$ cat config.mk
export PLATFORM = sky130hd
export DESIGN_NAME = adc_scan_voltage_monitor_unit
export DESIGN_NICKNAME = d
export VERILOG_FILES = /design/src/asvm_pkg.sv /design/src/adc_scan_voltage_monitor_unit.sv
export SDC_FILE = /design/constraint.sdc
export NUM_CORES = 1
export LEC_CHECK = 0
export BUFFER_PORTS_ARGS = -buffer_cell sky130_fd_sc_hd__buf_2
export CORE_MARGIN = 1
export CORE_UTILIZATION = 33
export DETAILED_ROUTE_END_ITERATION = 12
export GPL_ROUTABILITY_DRIVEN = 0
export PLACE_DENSITY_LB_ADDON = 0.1
export SYNTH_ARGS = -nofsm -noshare
export SYNTH_HDL_FRONTEND = slang
export SYNTH_SLANG_ARGS = --single-unit
$ cat constraint.sdc
create_clock -name clk -period 5.1 [get_ports clk]
set_input_delay 0.255 -clock clk [delete_from_list [all_inputs] [get_ports clk]]
set_output_delay 0.255 -clock clk [all_outputs]
set_load 0.005 [all_outputs]
$ cat src/asvm_pkg.sv
// Package for the ADC scan voltage monitor: constants, codes and types.
package asvm_pkg;

  localparam int SAMPLE_W      = 10;
  localparam int THRESH_W      = 10;
  localparam int VOLTS_W       = 5;
  localparam int HUND_W        = 7;
  localparam int FRAC_BITS_DEF = 8;

  localparam int CAP_SHIFT  = 4;
  localparam int CAP_DIV    = 1023;
  localparam int SERIES_MUL = 391;
  localparam int MUL_W      = 9;
  localparam int SERIES_DIV = 12500;
  localparam int DIVISOR_W  = 14;
  localparam int HUND_SCALE = 100;
  localparam int THRESH_RST = 400;

  localparam int PROD_W = SAMPLE_W + MUL_W;

  localparam logic REG_SERIES_MODE = 1'b0;
  localparam logic REG_THRESHOLD   = 1'b1;

  typedef enum logic [1:0] {
    CH_THROTTLE = 2'd0,
    CH_CAP_ONE  = 2'd1,
    CH_SUPPLY   = 2'd2
  } chan_t;

  typedef enum logic [1:0] {
    ST_IDLE,
    ST_DIV,
    ST_SPLIT,
    ST_EMIT
  } state_t;

endpackage

$ cat src/adc_scan_voltage_monitor_unit.sv
// Top level of the ADC scan voltage monitor: channel scan, serial divider and result register.
//
// Each accepted conversion result gives one result transaction. A throttle sample passes
// through the emit state into the result register. A capacitor-one or supply sample runs
// through a bit-serial restoring divider that retires one quotient bit per cycle over
// 19 + FRAC_BITS numerator bits; a capacitor-one sample then goes to the emit state and
// a supply sample through the split state to the emit state, and the unit returns to idle
// before the next sample is taken, so the divider length limits the rate. Capacitor one is
// converted when its sample arrives, capacitor two when the supply sample arrives. A new
// sample is taken as soon as the previous one has reached the result register, even while
// that result still waits downstream. Voltage fields hold the values from the last supply
// sample; the values behind them reset to zero and reach the outputs with the next result.
module adc_scan_voltage_monitor_unit #(
  parameter int FRAC_BITS = asvm_pkg::FRAC_BITS_DEF
) (
  input  logic                           clk,
  input  logic                           rst,
  input  logic                           sample_valid,
  output logic                           sample_stall,
  input  logic [asvm_pkg::SAMPLE_W-1:0]  conversion_result,
  input  logic                           cfg_valid,
  output logic                           cfg_ready,
  input  logic                           cfg_index,
  input  logic [asvm_pkg::THRESH_W-1:0]  cfg_data,
  output logic                           result_valid,
  input  logic                           result_stall,
  output logic [1:0]                     next_channel,
  output logic                           throttle_above,
  output logic                           voltages_updated,
  output logic [asvm_pkg::VOLTS_W-1:0]   cap_one_volts,
  output logic [asvm_pkg::HUND_W-1:0]    cap_one_hundredths,
  output logic [asvm_pkg::VOLTS_W-1:0]   cap_two_volts,
  output logic [asvm_pkg::HUND_W-1:0]    cap_two_hundredths
);
  import asvm_pkg::*;

  localparam int NUM_W   = PROD_W + FRAC_BITS;
  localparam int Q_W     = VOLTS_W + FRAC_BITS;
  localparam int REM_W   = DIVISOR_W;
  localparam int CNT_W   = $clog2(NUM_W);
  localparam int HPROD_W = FRAC_BITS + HUND_W;

  state_t                 state;
  state_t                 state_next;
  chan_t                  channel_index;
  logic                   series_mode;
  logic [THRESH_W-1:0]    throttle_threshold;
  logic [SAMPLE_W-1:0]    throttle_sample;

  logic [NUM_W-1:0]       num_sr;
  logic [REM_W-1:0]       rem;
  logic [Q_W-1:0]         quo;
  logic [CNT_W-1:0]       bit_cnt;
  logic                   use_series;
  logic                   job_c2;
  logic                   updated;
  logic [Q_W-1:0]         c1_fx;
  logic [Q_W-1:0]         c2_fx;

  logic [VOLTS_W-1:0]     v1;
  logic [HUND_W-1:0]      h1;
  logic [VOLTS_W-1:0]     v2;
  logic [HUND_W-1:0]      h2;

  logic                   sample_take;
  logic                   result_load;
  logic                   div_last;
  logic [REM_W:0]         rem_sh;
  logic [REM_W:0]         divisor;
  logic                   q_bit;
  logic [REM_W-1:0]       rem_step;
  logic [Q_W-1:0]         quo_step;
  logic [PROD_W-1:0]      series_prod;
  logic [NUM_W-1:0]       num_cap;
  logic [NUM_W-1:0]       num_series;
  logic [HPROD_W-1:0]     h1_prod;
  logic [HPROD_W-1:0]     h2_prod;

  assign cfg_ready   = 1'b1;
  assign sample_take = sample_valid && !sample_stall;
  assign div_last    = (state == ST_DIV) && (bit_cnt == '0);

  always_comb begin
    state_next   = state;
    sample_stall = 1'b1;
    result_load  = 1'b0;
    unique case (state)
      ST_IDLE: begin
        sample_stall = 1'b0;
        if (sample_valid) begin
          if (channel_index == CH_CAP_ONE || channel_index == CH_SUPPLY) begin
            state_next = ST_DIV;
          end else begin
            state_next = ST_EMIT;
          end
        end
      end
      ST_DIV: begin
        if (bit_cnt == '0) begin
          state_next = job_c2 ? ST_SPLIT : ST_EMIT;
        end
      end
      ST_SPLIT: begin
        state_next = ST_EMIT;
      end
      ST_EMIT: begin
        result_load = !result_valid || !result_stall;
        if (result_load) begin
          state_next = ST_IDLE;
        end
      end
      default: begin
        state_next = ST_IDLE;
      end
    endcase
  end

  always_ff @(posedge clk) begin
    if (rst) begin
      state <= ST_IDLE;
    end else begin
      state <= state_next;
    end
  end

  // Restoring division step, one quotient bit per cycle
  assign rem_sh   = {rem, num_sr[NUM_W-1]};
  assign divisor  = use_series ? (REM_W+1)'(SERIES_DIV) : (REM_W+1)'(CAP_DIV);
  assign q_bit    = (rem_sh >= divisor);
  assign rem_step = q_bit ? REM_W'(rem_sh - divisor) : rem_sh[REM_W-1:0];
  assign quo_step = {quo[Q_W-2:0], q_bit};

  assign series_prod = PROD_W'(conversion_result) * PROD_W'(SERIES_MUL);
  assign num_cap     = NUM_W'(conversion_result) << (CAP_SHIFT + FRAC_BITS);
  assign num_series  = NUM_W'(series_prod) << FRAC_BITS;

  assign h1_prod = HPROD_W'(c1_fx[FRAC_BITS-1:0]) * HPROD_W'(HUND_SCALE);
  assign h2_prod = HPROD_W'(c2_fx[FRAC_BITS-1:0]) * HPROD_W'(HUND_SCALE);

  always_ff @(posedge clk) begin
    if (rst) begin
      series_mode        <= 1'b0;
      throttle_threshold <= THRESH_W'(THRESH_RST);
    end else if (cfg_valid && cfg_ready) begin
      unique case (cfg_index)
        REG_SERIES_MODE: series_mode        <= cfg_data[0];
        REG_THRESHOLD:   throttle_threshold <= cfg_data;
        default:         ;
      endcase
    end
  end

  always_ff @(posedge clk) begin
    if (rst) begin
      channel_index   <= CH_THROTTLE;
      throttle_sample <= '0;
    end else if (sample_take) begin
      case (channel_index)
        CH_THROTTLE: begin
          throttle_sample <= conversion_result;
          channel_index   <= CH_CAP_ONE;
        end
        CH_CAP_ONE: channel_index <= CH_SUPPLY;
        CH_SUPPLY:  channel_index <= CH_THROTTLE;
        default:    channel_index <= CH_THROTTLE;
      endcase
    end
  end

  always_ff @(posedge clk) begin
    if (sample_take) begin
      updated    <= (channel_index == CH_SUPPLY);
      job_c2     <= (channel_index == CH_SUPPLY);
      use_series <= (channel_index == CH_SUPPLY) && series_mode;
      num_sr     <= ((channel_index == CH_SUPPLY) && series_mode) ? num_series : num_cap;
      rem        <= '0;
      quo        <= '0;
      bit_cnt    <= CNT_W'(NUM_W - 1);
    end else if (state == ST_DIV) begin
      num_sr  <= {num_sr[NUM_W-2:0], 1'b0};
      rem     <= rem_step;
      quo     <= quo_step;
      bit_cnt <= bit_cnt - 1'b1;
    end
  end

  always_ff @(posedge clk) begin
    if (div_last) begin
      if (!job_c2) begin
        c1_fx <= quo_step;
      end else if (!use_series) begin
        c2_fx <= quo_step;
      end else begin
        c2_fx <= (quo_step > c1_fx) ? (quo_step - c1_fx) : '0;
      end
    end
  end

  always_ff @(posedge clk) begin
    if (rst) begin
      v1 <= '0;
      h1 <= '0;
      v2 <= '0;
      h2 <= '0;
    end else if (state == ST_SPLIT) begin
      v1 <= c1_fx[Q_W-1:FRAC_BITS];
      h1 <= h1_prod[HPROD_W-1:FRAC_BITS];
      v2 <= c2_fx[Q_W-1:FRAC_BITS];
      h2 <= h2_prod[HPROD_W-1:FRAC_BITS];
    end
  end

  always_ff @(posedge clk) begin
    if (rst) begin
      result_valid <= 1'b0;
    end else if (result_load) begin
      result_valid <= 1'b1;
    end else if (!result_stall) begin
      result_valid <= 1'b0;
    end
  end

  always_ff @(posedge clk) begin
    if (result_load) begin
      next_channel       <= channel_index;
      throttle_above     <= (throttle_sample > throttle_threshold);
      voltages_updated   <= updated;
      cap_one_volts      <= v1;
      cap_one_hundredths <= h1;
      cap_two_volts      <= v2;
      cap_two_hundredths <= h2;
    end
  end

  a_update_wraps: assert property (@(posedge clk) disable iff (rst)
    result_valid && voltages_updated |-> next_channel == CH_THROTTLE)
    else $error("voltage update without return to throttle channel");

  a_hund_range: assert property (@(posedge clk) disable iff (rst)
    result_valid |-> cap_one_hundredths <= HUND_W'(99) && cap_two_hundredths <= HUND_W'(99))
    else $error("hundredths out of range");

  a_cap_one_range: assert property (@(posedge clk) disable iff (rst)
    result_valid |-> cap_one_volts <= VOLTS_W'(16))
    else $error("capacitor one volts out of range");

  a_div_ends: assert property (@(posedge clk) disable iff (rst)
    div_last |=> state == ST_SPLIT || state == ST_EMIT)
    else $error("divider did not finish on last bit");

endmodule
# ---- Yosys cells after proc, flatten, opt, wreduce, memory -nomap -nowiden
# Index checks and enable logic that the tools add are counted.
# W data, S select, Z words.
dict set report word_totals {
  reg_bits 164
  out_inout_bits 31
}
dict set report classes {
  n_addsub 3
  multipliers 3
  n_lt_le_gt_ge 3
  n_eq_ne 9
  mux 18
  n_bitwise 2
  n_reduce_logical 17
}
# op n
set op_table {}
lappend op_table {{$mux W27} 3}
lappend op_table {{$mux W14} 2}
lappend op_table {{$mul A8 B5 Y13 const B} 2}
lappend op_table {{$mux W13} 2}
lappend op_table {{$mul A10 B9 Y19 const B} 1}
lappend op_table {{$ge A15 B14 Y1} 1}
lappend op_table {{$sub A14 B14 Y14} 1}
lappend op_table {{$gt A13 B13 Y1} 1}
lappend op_table {{$sub A13 B13 Y13} 1}
lappend op_table {{$gt A10 B10 Y1} 1}
lappend op_table {{$reduce_and A2 Y1} 5}
lappend op_table {{$mux W2} 4}
lappend op_table {{$pmux W2 S4} 1}
lappend op_table {{$eq A2 B2 Y1 const B} 3}
lappend op_table {{$logic_not A5 Y1} 1}
lappend op_table {{$mux W1} 5}
lappend op_table {{$sub A5 B1 Y5 const B} 1}
lappend op_table {{$eq A2 B1 Y1 const B} 2}
lappend op_table {{$logic_not A2 Y1} 2}
lappend op_table {{$ne A2 B1 Y1 const B} 2}
lappend op_table {{$ne A2 B2 Y1 const B} 2}
lappend op_table {{$pmux W2 S2} 1}
lappend op_table {{$logic_and A1 B1 Y1} 3}
lappend op_table {{$reduce_and A3 Y1} 1}
lappend op_table {{other kinds (4)} 7}

# ---- Longest topological paths before layout
dict set report depth {
  word_depth 5
  ltp_mapped 16
  ltp_nobuf 16
}

# ---- Worst setup path after synthesis
# Ideal clock, no wire load.
dict set report synth_path {
  path_type {flip-flop to flip-flop}
  startpoint {reg use_series}
  endpoint {reg c2_fx[10], data pin}
  setup_time_ns 0.176
  t_arrival_ns 3.900
  required_ns 4.924
  setup_slack_ns 1.024
  path_stages_with_launch 16
  synth_period_minus_slack_ns 4.076
  path_cell_list {edfxtp_1 -> ha_1 -> a2111o_1 -> a21o_1 -> a211o_1 -> a21o_4 -> nor2_8 -> ha_1 -> inv_1 -> fa_1 -> a21oi_1 -> a2bb2oi_1 -> a211oi_1 -> o21a_1 -> o21a_1 -> o32ai_1}
}
dict set report synth_between {
  elab_chain_len 5
  word_cells_on_any_way 6
}
# element line
set synth_lines {}
lappend synth_lines {{from (decl)} adc_scan_voltage_monitor_unit.sv:54} ;# logic use_series;
lappend synth_lines {{from (signal assigned)} adc_scan_voltage_monitor_unit.sv:174} ;# use_series <= (channel_index == CH_SUPPLY) && series_mode;
lappend synth_lines {{$mux W14} adc_scan_voltage_monitor_unit.sv:128} ;# assign divisor = use_series ? (REM_W+1)'(SERIES_DIV) : (REM_W+1)'(CAP_DIV);
lappend synth_lines {{$ge A15 B14 Y1} adc_scan_voltage_monitor_unit.sv:129} ;# assign q_bit = (rem_sh >= divisor);
lappend synth_lines {{$sub A13 B13 Y13 / $gt A13 B13 Y1 (equally long branches)} adc_scan_voltage_monitor_unit.sv:194} ;# c2_fx <= (quo_step > c1_fx) ? (quo_step - c1_fx) : '0;
lappend synth_lines {{$mux W13} adc_scan_voltage_monitor_unit.sv:194}
lappend synth_lines {{$mux W13 (*)} adc_scan_voltage_monitor_unit.sv:191} ;# end else if (!use_series) begin
lappend synth_lines {{to (signal assigned)} adc_scan_voltage_monitor_unit.sv:192} ;# c2_fx <= quo_step;
lappend synth_lines {{to (signal assigned)} adc_scan_voltage_monitor_unit.sv:194}
lappend synth_lines {{to (decl)} adc_scan_voltage_monitor_unit.sv:58} ;# logic [Q_W-1:0] c2_fx;
# Mark *: on every way between the ends. The rest lies on a longest branch, timed or not.
# A chain may end at the register's enable or synchronous reset.

# ---- Final worst setup path
# Ends and elaborated chain as after synthesis.

==> metrics.md <==
| Metric | Value |
|---|---|
| Ys flop type | `dfxtp_1` |
| Detailed Route Iter0 Violations | `362` |
| #FFs+latches synth | `156` |
| Grt ovf | `0` |
| Max-cap violation count | `0` |
| Chip height | `179 um` |
| Initial Util | `33.6%` |
| Top Layer Used | `met4` |
| CP Launch Type | `register` |
| Worst-path clk slew | `70 ps` |
| Hold endpoint | `throttle_threshold[7]$_SDFFE_PP1P_` |
| Sw Share | `37.4%` |
| Endpoints failing setup | `0` |
| CP arrival | `4720 ps` |
| Mapped Cells | `1048` |
| Num ports | `57` |
| Mapped Nets | `1250` |
| Metal3 WL | `482 um` |
| Reg2Reg Depth | `15` |
| Reg-to-reg slack, setup | `620 ps` |
| Largest net degree at the start of global routing | `57` |
| Worst Hold Class | `in2reg` |
| Routed len/inst | `15.4 um` |
| Clk Latency, worst-skew pair | `430 ps` |
| Yosys warning count | `0` |
| Worst Skew | `14.0 ps` |
| Seq/Total Area, Yosys | `37.6%` |
| RR Startpoint | `use_series$_DFFE_PP_` |
| Pre-Repair DR Iteration Count | `4` |
| Final core occ | `37.7%` |
| Port buffer count | `55` |
| CTS tree | `built` |
| Post-CTS sizing | `0` |
| TritonCTS Buffers | `17` |
| Peak Freq | `0.223 GHz` |
| Leakage | `5.10 nW` |
| Final Net Count | `1303` |
| Post-DP HPWL | `17500 um` |
| Fraction of layout cells with a size suffix above 1 | `9.69%` |
| Psw | `1.77 mW` |
| Comb pwr share | `36.5%` |
| Vias in the first global route | `7439` |
| Worst reg2reg endpoint | `c2_fx[10]$_DFFE_PP_` |
| Vias per cell | `4.98` |
| Die W | `179 um` |
| Clock power share | `25.3%` |
| Crit Path Class | `reg2reg` |
| Area delta synth->final | `12.2%` |
| RSZ-0062 raised after global routing | `false` |
| Met1 WL | `12300 um` |
| Die footprint | `31900 um2` |
| Worst Min Path Start | `cfg_data[7]` |
| Number of synthesized flops with an enable pin | `75` |
| Number of setup buffers added after CTS | `0` |
| Remaining antenna violation count | `0` |
| Post-route minimum period | `4480 ps` |
| Synth cell types | `74` |
| Final Hold Fails | `0` |
| Worst Max-Slew Pin Slew | `967 ps` |
| Hold Buf Count CTS | `0` |
| Clock Sinks | `156` |
| H-Tree Depth | `4` |
| Residual DRC count | `0` |
| Hold depth | `3` |
| Via Count | `7527` |
| Status | `finished clean` |
| FFs w/ async S/R, synth | `0%` |
| Final Cycle Share | `87.9%` |
| Peak supply drop | `0.000250 V` |
| Clock Path Buffers | `2` |
| CTS root buffer | `clkbuf_16` |
| Detail Route met2 WL | `10200 um` |
| Total Wirelength | `23200 um` |
| Core Box Area | `30700 um2` |
| Sequential share of power | `38.2%` |
| FILL cells | `3128` |
| Setup TNS | `0 ps` |
| Slew Limit Fails | `0` |
| CP endpoint kind | `register` |
| CP max FO | `9` |
| Initial antenna violation count | `0` |
| P_int | `2.96 mW` |
| Mean Syn Cell Area | `9.83 um2` |
| Slew margin rel. | `35.4%` |
| Req. time, crit path | `5340 ps` |
| Synth Cell Area | `10300 um2` |
| Row count | `64` |
| First-pass GRT wire length | `38800 um` |
| Pwr/cell area | `409 nW/um2` |
| Total GRT Usage | `15.5%` |
| Antenna diode count | `0` |
==> state kept, by name, indices dropped and copies added, names as in the netlist, 7 cells and up <==
name and cells:
h2 7, cap_one_hundredths 7, quo 12, h1 7, throttle_sample 10, cap_two_hundredths 7, rem 14, c2_fx 13
throttle_threshold 10, num_sr 19, c1_fx 13
==> cells in the mapped netlist (all sizes together) (17+ instances only) <==
master  number  share of area [%]
ha         153                 19
o21ai       43                2.1
fa          23                4.5
inv        116                4.2
nand2       86                3.1
a21oi       61                3.1
mux2i       37                3.6
edfxtp      75                 22
xnor2       17                1.4
clkbuf      21               0.77
nand3       32                1.6
nor2        73                2.8
dfxtp       81                 16
==> power groups by stage <==
stage               logic, mW  registers, mW  clock network (mW)
floorplan                1.31           1.79                   0
global placement         1.75           1.83                   0
detailed placement       1.74           1.83                   0
CTS                      1.75           1.81                1.23
global route             1.97           1.84                1.28
finish                   1.73           1.81                1.19
==> logic make-up (layout without fill, tap and decap cells) <==
group,count (synthesis),in the layout,share of synthesized area [%]
buffers and inverters,146,212,5.43
and+or+nand+nor,278,278,13.0
DFF,156,156,37.6
adders and majority gates,176,176,23.1
xor gates and xnor gates,33,33,2.81
other,1,1,0.0364
muxes,37,37,3.60
AOI/OAI and AO/OA,221,221,14.5
==> placed cells by master (no fill, tap or decap), types with 17 or more instances in the layout <==
cell | Yosys | layout
buf_2 | 0 | 55
dfxtp_1 | 81 | 81
inv_1 | 114 | 114
clkbuf_16 | 0 | 17
a21oi_1 | 58 | 58
ha_1 | 153 | 153
edfxtp_1 | 75 | 75
mux2i_1 | 37 | 37
xnor2_1 | 17 | 17
nand2_1 | 86 | 85
fa_1 | 23 | 23
nand3_1 | 32 | 32
o21ai_0 | 42 | 42
nor2_1 | 72 | 72
==> area by class of cell <==
type	count	area, um2	area share (%)
clock buffers	18	429	3.71
clock inverters	14	111	0.963
inverters	118	443	3.83
multi-input cells	746	5880	50.9
flip-flops and latches	156	3870	33.5
well taps	396	495	4.29
repair buffers	62	328	2.84
==> worst max-delay path: stages (launching register included) <==
cell       delay [ps]
edfxtp_1          540
ha_1              430
a2111o_1          450
a21o_1            180
a211o_1           340
a21o_4            260
nor2_8            160
ha_1              180
inv_1              50
fa_1              410
a21oi_1           230
a2bb2oi_1         320
a211oi_1          170
o21a_1            210
o21a_1            160
o32ai_1           210
==> routing by layer <==
layer  up-vias  track usage [%]
li1       3864                -
met1      3569             21.9
met2        79             24.6
met3        15             2.23
met4         0             4.13
met5         -                0
==> metrics by stage <==
| step | hold WS [ps] | cells | power [mW] | setup slack (ps) | area, um2 |
|---|---|---|---|---|---|
| 6_report | 47.0 | 1510 | 4.72 | 618 | 11600 |
| 5_1_grt | 52.3 | 1510 | 5.09 | 369 | 11600 |
| 4_1_cts | 29.0 | 1510 | 4.78 | 634 | 11600 |
| 3_5_place_dp | 418 | 1478 | 3.57 | 678 | 11000 |
| 3_3_place_gp | 413 | 1478 | 3.59 | 750 | 11000 |
| 2_1_floorplan | 379 | 1048 | 3.10 | 1020 | 10300 |
==> how the worst max path moves through the flow <==
stage                     cells past startpoint  slack, ps                  end                  from
after floorplan                              15       1020  c2_fx[10]$_DFFE_PP_  use_series$_DFFE_PP_
after global routing                         15        370  c2_fx[10]$_DFFE_PP_  use_series$_DFFE_PP_
after detailed placement                     15        680  c2_fx[10]$_DFFE_PP_  use_series$_DFFE_PP_
final                                        15        620  c2_fx[10]$_DFFE_PP_  use_series$_DFFE_PP_
after CTS                                    15        630  c2_fx[10]$_DFFE_PP_  use_series$_DFFE_PP_
after global placement                       15        750  c2_fx[10]$_DFFE_PP_  use_series$_DFFE_PP_
(Power assumes the default switching activity.)
